===== src/rtc_pkg.sv =====
package rtc_pkg;

  // Roll points of the counters.
  localparam int unsigned SecPerMin   = 60;
  localparam int unsigned MinPerHour  = 60;
  localparam int unsigned HourPerDay  = 24;
  localparam int unsigned MonthRoll   = 13;
  localparam int unsigned LeapFebRoll = 30;

  // Values of the counters after reset.
  localparam logic [5:0]  ResetSecond = 6'd0;
  localparam logic [5:0]  ResetMinute = 6'd0;
  localparam logic [4:0]  ResetHour   = 5'd0;
  localparam logic [4:0]  ResetDay    = 5'd1;
  localparam logic [3:0]  ResetMonth  = 4'd1;
  localparam logic [15:0] ResetYear   = 16'd2023;

  localparam logic [4:0] FirstDay   = 5'd1;
  localparam logic [3:0] FirstMonth = 4'd1;
  localparam logic [3:0] MonthFeb   = 4'd2;

  typedef enum logic {
    OpTick = 1'b0,
    OpLoad = 1'b1
  } rtc_op_e;

  typedef struct packed {
    rtc_op_e     op;
    logic [5:0]  set_second;
    logic [5:0]  set_minute;
    logic [4:0]  set_hour;
    logic [4:0]  set_day;
    logic [3:0]  set_month;
    logic [15:0] set_year;
  } rtc_in_t;

  typedef struct packed {
    logic [5:0]  cur_second;
    logic [5:0]  cur_minute;
    logic [4:0]  cur_hour;
    logic [4:0]  cur_day;
    logic [3:0]  cur_month;
    logic [15:0] cur_year;
    logic [5:0]  elapsed_mask;
  } rtc_out_t;

  typedef struct packed {
    logic [5:0]  second;
    logic [5:0]  minute;
    logic [4:0]  hour;
    logic [4:0]  day;
    logic [3:0]  month;
    logic [15:0] year;
  } rtc_time_t;

  // Days in a month outside leap February; codes that name no month count 31.
  function automatic logic [4:0] days_in(input logic [3:0] month);
    logic [4:0] len;
    case (month)
      4'd2:                    len = 5'd28;
      4'd4, 4'd6, 4'd9, 4'd11: len = 5'd30;
      default:                 len = 5'd31;
    endcase
    return len;
  endfunction

endpackage


===== src/calendar_clock_tick.sv =====
// A transaction accepted at the input passes through the input register, then
// the result register.
// Throughput: one transaction per cycle while results are taken, as the time
// registers are updated as each transaction moves on; the next one reads them.
// Reset: asynchronous, active low; clears both valid flags and sets the time to
// 00:00:00 on January 1st, 2023.
module calendar_clock_tick import rtc_pkg::*; (
  input  logic     clk_i,
  input  logic     rst_ni,
  input  logic     in_valid_i,
  output logic     in_ready_o,
  input  rtc_in_t  in_i,
  output logic     out_valid_o,
  input  logic     out_ready_i,
  output rtc_out_t out_o
);

  // Input register. It holds one transaction until the result register has
  // room for its result.
  logic      in_valid_q;
  rtc_in_t   in_q;

  // Stored time. It is updated in the same cycle as the result register, so
  // a following transaction always sees the time left by the one before.
  rtc_time_t time_q, time_d;

  // Result register.
  logic      out_valid_q;
  rtc_out_t  out_q;

  logic       adv;
  logic [5:0] mask;

  // The item in the input register moves on when the result register is empty
  // or its result is being taken in this cycle.
  assign adv        = in_valid_q && (!out_valid_q || out_ready_i);
  // The input register takes a new transaction when it is empty or draining,
  // so a full pipe keeps accepting while results are taken.
  assign in_ready_o = !in_valid_q || adv;

  always_ff @(posedge clk_i or negedge rst_ni) begin
    if (!rst_ni) begin
      in_valid_q <= 1'b0;
    end else if (in_ready_o) begin
      in_valid_q <= in_valid_i;
    end
  end

  always_ff @(posedge clk_i) begin
    if (in_ready_o && in_valid_i) begin
      in_q <= in_i;
    end
  end

  // Next time and elapsed mask from the stored time and the pending item.
  rtc_step u_step (
    .time_i (time_q),
    .item_i (in_q),
    .time_o (time_d),
    .mask_o (mask)
  );

  always_ff @(posedge clk_i or negedge rst_ni) begin
    if (!rst_ni) begin
      time_q.second <= ResetSecond;
      time_q.minute <= ResetMinute;
      time_q.hour   <= ResetHour;
      time_q.day    <= ResetDay;
      time_q.month  <= ResetMonth;
      time_q.year   <= ResetYear;
    end else if (adv) begin
      time_q <= time_d;
    end
  end

  always_ff @(posedge clk_i or negedge rst_ni) begin
    if (!rst_ni) begin
      out_valid_q <= 1'b0;
    end else if (adv) begin
      out_valid_q <= 1'b1;
    end else if (out_ready_i) begin
      out_valid_q <= 1'b0;
    end
  end

  // The result carries the time after the item, the same value written into
  // the time registers.
  always_ff @(posedge clk_i) begin
    if (adv) begin
      out_q.cur_second   <= time_d.second;
      out_q.cur_minute   <= time_d.minute;
      out_q.cur_hour     <= time_d.hour;
      out_q.cur_day      <= time_d.day;
      out_q.cur_month    <= time_d.month;
      out_q.cur_year     <= time_d.year;
      out_q.elapsed_mask <= mask;
    end
  end

  assign out_valid_o = out_valid_q;
  assign out_o       = out_q;

  // A load transaction reports no elapsed units.
  assert property (@(posedge clk_i) disable iff (!rst_ni)
    adv && (in_q.op == OpLoad) |=> out_q.elapsed_mask == '0)
    else $error("load result has a nonzero elapsed mask");

  // A tick always marks seconds, and carries form a run from bit zero.
  assert property (@(posedge clk_i) disable iff (!rst_ni)
    adv && (in_q.op == OpTick) |=> out_q.elapsed_mask[0] &&
      ((out_q.elapsed_mask & (out_q.elapsed_mask + 6'd1)) == '0))
    else $error("tick result has a malformed elapsed mask");

  // While a result waits, the stored time must not move.
  assert property (@(posedge clk_i) disable iff (!rst_ni)
    out_valid_o && !out_ready_i |=> $stable(time_q))
    else $error("time changed while a result was stalled");

  // A waiting result always shows the stored time.
  assert property (@(posedge clk_i) disable iff (!rst_ni)
    out_valid_q |-> (out_q.cur_second == time_q.second) &&
      (out_q.cur_minute == time_q.minute) && (out_q.cur_hour == time_q.hour) &&
      (out_q.cur_day == time_q.day) && (out_q.cur_month == time_q.month) &&
      (out_q.cur_year == time_q.year))
    else $error("result time differs from stored time");

endmodule


===== src/rtc_step.sv =====
module rtc_step import rtc_pkg::*; (
  input  rtc_time_t time_i,
  input  rtc_in_t   item_i,
  output rtc_time_t time_o,
  output logic [5:0] mask_o
);

  logic [6:0]  sec_inc;
  logic [6:0]  min_inc;
  logic [5:0]  hour_inc;
  logic [5:0]  day_inc;
  logic [4:0]  month_inc;
  logic        sec_wrap, min_wrap, hour_wrap, day_roll, month_wrap, leap_feb;
  logic        c1, c2, c3, c4, c5;
  rtc_time_t   tick_time;

  always_comb begin
    sec_inc   = {1'b0, time_i.second} + 7'd1;
    min_inc   = {1'b0, time_i.minute} + 7'd1;
    hour_inc  = {1'b0, time_i.hour} + 6'd1;
    day_inc   = {1'b0, time_i.day} + 6'd1;
    month_inc = {1'b0, time_i.month} + 5'd1;

    sec_wrap   = sec_inc >= 7'(SecPerMin);
    min_wrap   = min_inc >= 7'(MinPerHour);
    hour_wrap  = hour_inc >= 6'(HourPerDay);
    month_wrap = month_inc >= 5'(MonthRoll);

    // The leap rule is year mod 4 alone, with no century exception.
    leap_feb = (time_i.year[1:0] == 2'b00) && (time_i.month == MonthFeb);
    if (leap_feb) begin
      day_roll = day_inc >= 6'(LeapFebRoll);
    end else begin
      day_roll = day_inc > {1'b0, days_in(time_i.month)};
    end

    // Each unit carries only when every smaller unit wrapped.
    c1 = sec_wrap;
    c2 = c1 && min_wrap;
    c3 = c2 && hour_wrap;
    c4 = c3 && day_roll;
    c5 = c4 && month_wrap;

    tick_time.second = sec_wrap ? '0 : sec_inc[5:0];
    tick_time.minute = c1 ? (min_wrap ? '0 : min_inc[5:0]) : time_i.minute;
    tick_time.hour   = c2 ? (hour_wrap ? '0 : hour_inc[4:0]) : time_i.hour;
    tick_time.day    = c3 ? (day_roll ? FirstDay : day_inc[4:0]) : time_i.day;
    tick_time.month  = c4 ? (month_wrap ? FirstMonth : month_inc[3:0]) : time_i.month;
    tick_time.year   = c5 ? time_i.year + 16'd1 : time_i.year;

    if (item_i.op == OpLoad) begin
      time_o.second = item_i.set_second;
      time_o.minute = item_i.set_minute;
      time_o.hour   = item_i.set_hour;
      time_o.day    = item_i.set_day;
      time_o.month  = item_i.set_month;
      time_o.year   = item_i.set_year;
      mask_o        = '0;
    end else begin
      time_o = tick_time;
      mask_o = {c5, c4, c3, c2, c1, 1'b1};
    end
  end

endmodule


===== config.mk =====
export PLATFORM = sky130hd
export DESIGN_NAME = calendar_clock_tick
export DESIGN_NICKNAME = d
export VERILOG_FILES = /design/src/rtc_pkg.sv /design/src/calendar_clock_tick.sv /design/src/rtc_step.sv
export SDC_FILE = /design/constraint.sdc
export NUM_CORES = 1
export LEC_CHECK = 0
export ABC_AREA = 1
export BUFFER_PORTS_ARGS = -buffer_cell sky130_fd_sc_hd__buf_2
export CORE_UTILIZATION = 50
export CTS_CLUSTER_DIAMETER = 100
export DETAILED_ROUTE_END_ITERATION = 16
export GPL_ROUTABILITY_DRIVEN = 0
export PLACE_DENSITY = 0.83
export SLEW_MARGIN = 15
export SYNTH_ARGS = -nofsm -noshare
export SYNTH_HDL_FRONTEND = slang
export SYNTH_HIERARCHICAL = 1
export SYNTH_SLANG_ARGS = --single-unit
export TNS_END_PERCENT = 20

===== constraint.sdc =====
create_clock -name clk_i -period 4.6 [get_ports clk_i]
set_input_delay 0.92 -clock clk_i [delete_from_list [all_inputs] [get_ports clk_i]]
set_output_delay 0.92 -clock clk_i [all_outputs]
set_load 0.1 [all_outputs]

* Yosys cells after proc, flatten, opt, wreduce, memory -nomap -nowiden
Cells that the tools add are included.
** Word-level totals
- Flip-flop bits (word level) :: 135
- Bits in latches :: 0
- Memory bits (writable) :: 0
- ROM bits :: 0
- Input bits :: 47
- Output and inout port bits :: 50
- Logic and storage cells :: 71
- Memories :: 0
** Operators by class
- Add/sub/neg operators :: 6
- Multiply operators :: 0
- Divide/modulo/power cells :: 0
- $lt $le $gt $ge :: 6
- Equal/unequal tests :: 5
- Shift-type cells :: 0
- Mux-type cells :: 17
- Bitwise gates (word level) :: 0
- Reductions and logical operators :: 14
** Operator list (number)
- $mux 42 :: 1
- $mux 5 :: 5
- $mux 6 :: 3
- $add 16x1->16 const B :: 1
- $mux 16 :: 1
- $add 6x1->7 const B :: 2
- $ge 7x6->1 const B :: 2
- $add 5x1->6 const B :: 2
- $ge 6x5->1 const B :: 2
- $eq 4x3->1 const B :: 2
- $eq 4x4->1 const B :: 2
- $mux 4 :: 2
- $logic_and 1x1->1 :: 7
- $gt 6x5->1 :: 1
- $add 4x1->5 const B :: 1
- $ge 5x4->1 const B :: 1
- $eq 4x2->1 const B :: 1
- $mux 1 :: 4
- $pmux 2 s2 :: 1
- $reduce_or 4->1 :: 1
- $logic_not 1->1 :: 2
- $logic_not 2->1 :: 1
- $logic_or 1x1->1 :: 2
- $reduce_bool 2->1 :: 1

* Logic depth before layout (Yosys ltp)
- Depth after elaboration :: 10
- Depth in mapped cells :: 21
- Depth with buffers taken out :: 20

* Hierarchy
The synthesis kept the hierarchy.
** Modules (own cells, without submodules)
- calendar_clock_tick :: instances 1, cells an instance 283, area each 4515.6 um^2, sequential area each 3847.4 um^2
- rtc_step :: instances 1, cells an instance 396, area each 2037.0 um^2, sequential area each 0.0 um^2

* Least setup slack after synthesis
Ideal clock, no wire load.
- Path kind :: reg2reg
- Start point :: register out_valid_q, in the netlist out_valid_o
- End point :: register in_q[0] in the netlist's numbering, enable pin
- Library setup time :: 0.451 ns
- Arrival time :: 2.795 ns
- Data required time :: 4.149 ns
- Slack :: 1.354 ns
- Cell stages (with the launch flop) :: 4
- Buffers on the path :: 0
- Period minus slack after synthesis :: 3.246 ns
- Cell sequence :: dfrtp_1 nand3_1 nand2_1 inv_1
** Between the ends
- Word-level cells in the longest chain between the ends :: 5
** Ends and longest elaborated chain
- start, declared :: line calendar_clock_tick.sv:28 : logic out_valid_q;
- start signal, assigned :: line calendar_clock_tick.sv:78 : out_valid_q <= 1'b0;
- start signal, assigned :: line calendar_clock_tick.sv:80 : out_valid_q <= 1'b1;
- start signal, assigned :: line calendar_clock_tick.sv:82 : out_valid_q <= 1'b0;
- $logic_not 1->1 :: line calendar_clock_tick.sv:36 : assign adv = in_valid_q && (!out_valid_q || out_ready_i);
- $logic_or 1x1->1 :: line calendar_clock_tick.sv:36
- $logic_and 1x1->1 :: line calendar_clock_tick.sv:36
- $logic_or 1x1->1 :: line calendar_clock_tick.sv:39 : assign in_ready_o = !in_valid_q || adv;
- named net in_ready_o :: line calendar_clock_tick.sv:11 : output logic in_ready_o,
- $logic_and 1x1->1 :: line calendar_clock_tick.sv:50 : if (in_ready_o && in_valid_i) begin
- end signal, assigned :: line calendar_clock_tick.sv:51 : in_q <= in_i;
- end, declared :: line calendar_clock_tick.sv:21 : rtc_in_t in_q;
The timed path passes the listed nets, and every way through them passes these cells.
A chain may end at the register's enable or synchronous reset.

==> results.yml <==
min_path:
  min_path_type: "reg2reg"
  holdPathStages: 2
timing:
  slew_viol_final: 0
  setup_viol: 0
  fin_crit_sh: 0.6857
  finalHoldViolations: 0
  period_needed_ns: 3.154
  maxSlewHeadroom: 0.2634
  skew_ns: 0.01102
  setup_slack_ns: 1.446
  max_freq_ghz: 0.3170
  worstMarginPinSlew_ns: 1.098
  setup_tns_ns: 0
  rsz0062_at_grt: "false"
synth:
  mappedNetlistArea_mm2: 0.006553
  synth-seq-cells: 135
  synth-edff-count: 91
  synth_cell_types: 36
  synth_nets: 740
  synthFlopType: "edfxtp_1"
  async_flop_share: 0.3259
  syn_inst: 679
  synth.avg_cell_area_um2: 9.650
  synth_seq_area_share: 0.5872
  yosysWarnings: 6
clocking:
  hold_buffers: 0
  cts_setup_buffers: 0
  ctsResizeCount: 0
  cts_sinks: 135
  clk-insertion-delay-late_ns: 0.42
  cts_buffers: 17
  clock_path_buffers: 2
  clkTransAtPathRegs_ns: 0.06
  root_buffer: "clkbuf_16"
  cts_tree: "done"
  cts_max_level: 4
setup_path:
  cpMostUsedCell: "nand2_1"
  crit_end: "time_q[18]"
  startpoint_type: "register"
  cp-end-kind: "register"
  arrival_ns: 3.51
  crit_fanout: 21
  reg2regPathDepth: 19
  startpoint: "time_q[16]"
  cp_slowest_stage_delay_ns: 0.58
  r2r-start: "time_q[16]"
  required_ns: 4.95
  crit_type: "reg2reg"
  worstPathCellList: "inv_1 > ha_1 > o21ai_0 > a22oi_1 > nor2_1 > ha_1 > nand2_1 > inv_1 > o21ai_1 > nand2_1 > nor2_2 > nor2_4 > nor2_4 > inv_1 > nor2_1 > nand2_1 > nand3_1 > nand3_1 > nand2_1"
  slowest_stage: "dfstp_2"
  reg2reg_setup_slack_ns: 1.45
  r2r_end: "time_q[18]"
drt:
  wl_per_cell_um: 14.18
  avgViaCountPerCell: 5.232
  drc_errors: 0
  routed_wl_um: 13530
  ant_nets: 0
  first_iter_violations: 434
  vias: 4991
  drt_pass1_iterations: 5
floorplan:
  num_rows: 41
  ios: 97
  core_area_mm2: 0.01272
  die_w_um: 116.5
  fp.dieArea_mm2: 0.01357
  start_util: 0.5150
  dieHeight_um: 116.5
finish:
  nFillCells: 1105
  num-nets-final: 830
  fin_area_mm2: 0.007637
  multi_input_area_mm2: 0.002374
  areaGrowthSynthToFinish_pct: 16.56
  ff_latch_area_mm2: 0.003847
  drive_gt1_frac: 0.2059
  n_antenna_cell: 0
pwr:
  peakVddDrop_v: 0.0002996
  p_per_area_mw_per_mm2: 585.2
  p_total_mw: 4.469
  p_leak_nw: 3.442
placement:
  pre_cts_slack_ns: 1.434
  dpl-instance-area_mm2: 0.007078
  dp_hpwl_um: 8584
  io_buffers: 96
outcome:
  status: "complete, no violations"
global_routing:
  grt_pass1_vias: 4692
  grt_overflow_total: 0
  grt_max_degree: 56
  antenna_found_initial: 0
  track_usage: 0.2180
  grt_pass1_wl_um: 22110
run:
  cap_violations: 0
## final cells by class
| cell class | instances | share of cell area |
|---|---|---|
| sequential | 135 | 0.5038 |
| multi-input combinational | 478 | 0.3108 |
| timing repair buffer | 98 | 0.06488 |
| clock buffer | 22 | 0.05947 |
| tap | 172 | 0.02818 |
| inverter | 39 | 0.01917 |
| clock inverter | 10 | 0.01376 |
## state kept, by name, indices dropped and copies added, names as in the netlist
| register | count |
|---|---|
| out_o | 48 |
| out_valid_o | 1 |
| in_valid_q | 1 |
| time_q | 42 |
| in_q | 43 |
## synth_stat cells (8+ instances only)
cell type / count / area share
inv_1: 34 / 0.019
xor2_1: 10 / 0.013
dfrtp_1: 33 / 0.13
nand3_1: 96 / 0.073
nor2_1: 40 / 0.023
ha_1: 14 / 0.027
dfstp_2: 11 / 0.044
a21oi_1: 10 / 0.0076
nand2_1: 234 / 0.13
buf_2: 10 / 0.0076
xnor2_1: 10 / 0.013
buf_6: 8 / 0.014
edfxtp_1: 91 / 0.42
o21ai_0: 15 / 0.011
## routing by layer
metal,share of wire,up-vias,GRT usage,wire length [um]
met5,0,-,0,0
li1,-,2463,-,-
met1,0.45,2354,0.2866,6108
met2,0.48,154,0.3467,6436
met4,0.015,0,0.08547,203
met3,0.058,20,0.05656,779
## logic make-up after synthesis
logic type      Yosys count  synth area share
flops                   135            0.5872
compound gates           40           0.03552
xor+xnor                 20           0.02673
fa+ha+maj                14           0.02673
simple gates            404            0.2732
buf+inv                  66           0.05060
## how the worst min path moves through the flow
stage | startpoint | slack (ns) | end
2_1_floorplan | time_q[1] | 0.46 | time_q[1]
3_3_place_gp | time_q[1] | 0.47 | time_q[1]
3_5_place_dp | time_q[1] | 0.48 | time_q[1]
4_1_cts | time_q[1] | 0.49 | time_q[1]
5_1_grt | time_q[7] | 0.50 | time_q[7]
6_report | time_q[1] | 0.49 | time_q[1]
## placed cells by master, fill, tap and decap left out, types with 6 or more instances in the layout
master	n
a21oi_1	10
buf_2	96
clkbuf_16	17
dfrtp_1	33
dfstp_2	11
edfxtp_1	91
ha_1	14
inv_1	31
inv_2	7
nand2_1	234
nand3_1	96
nand4_1	6
nor2_1	40
nor3_1	6
o21ai_0	15
xnor2_1	10
xor2_1	10
## critical path, delay by kind of cell (launching register included)
kind                     cells  cell delay [ns]
flip-flops                   1             0.58
AO/OA/AOI/OAI                3             0.37
buffers and inverters        3             0.27
AND/OR/NAND/NOR             11             1.39
adder cells (fa/ha/maj)      2             0.46
## per-stage QoR
| stage | hold WS [ns] | util | instances |
|---|---|---|---|
| floorplan | 0.4586 | - | 679 |
| global placement | 0.4709 | 0.5564 | 922 |
| detailed placement | 0.4801 | 0.5564 | 922 |
| CTS | 0.4882 | 0.6003 | 954 |
| global route | 0.5048 | 0.6003 | 954 |
| finish | 0.4892 | 0.6003 | 954 |
## where the power goes
part	leakage (nW)	switching, mW	internal, mW
clock network	0.267	0.478	0.803
registers	1.41	0.223	1.59
logic	1.76	1.04	0.327
No activity file was read; power rests on OpenSTA's default activity.
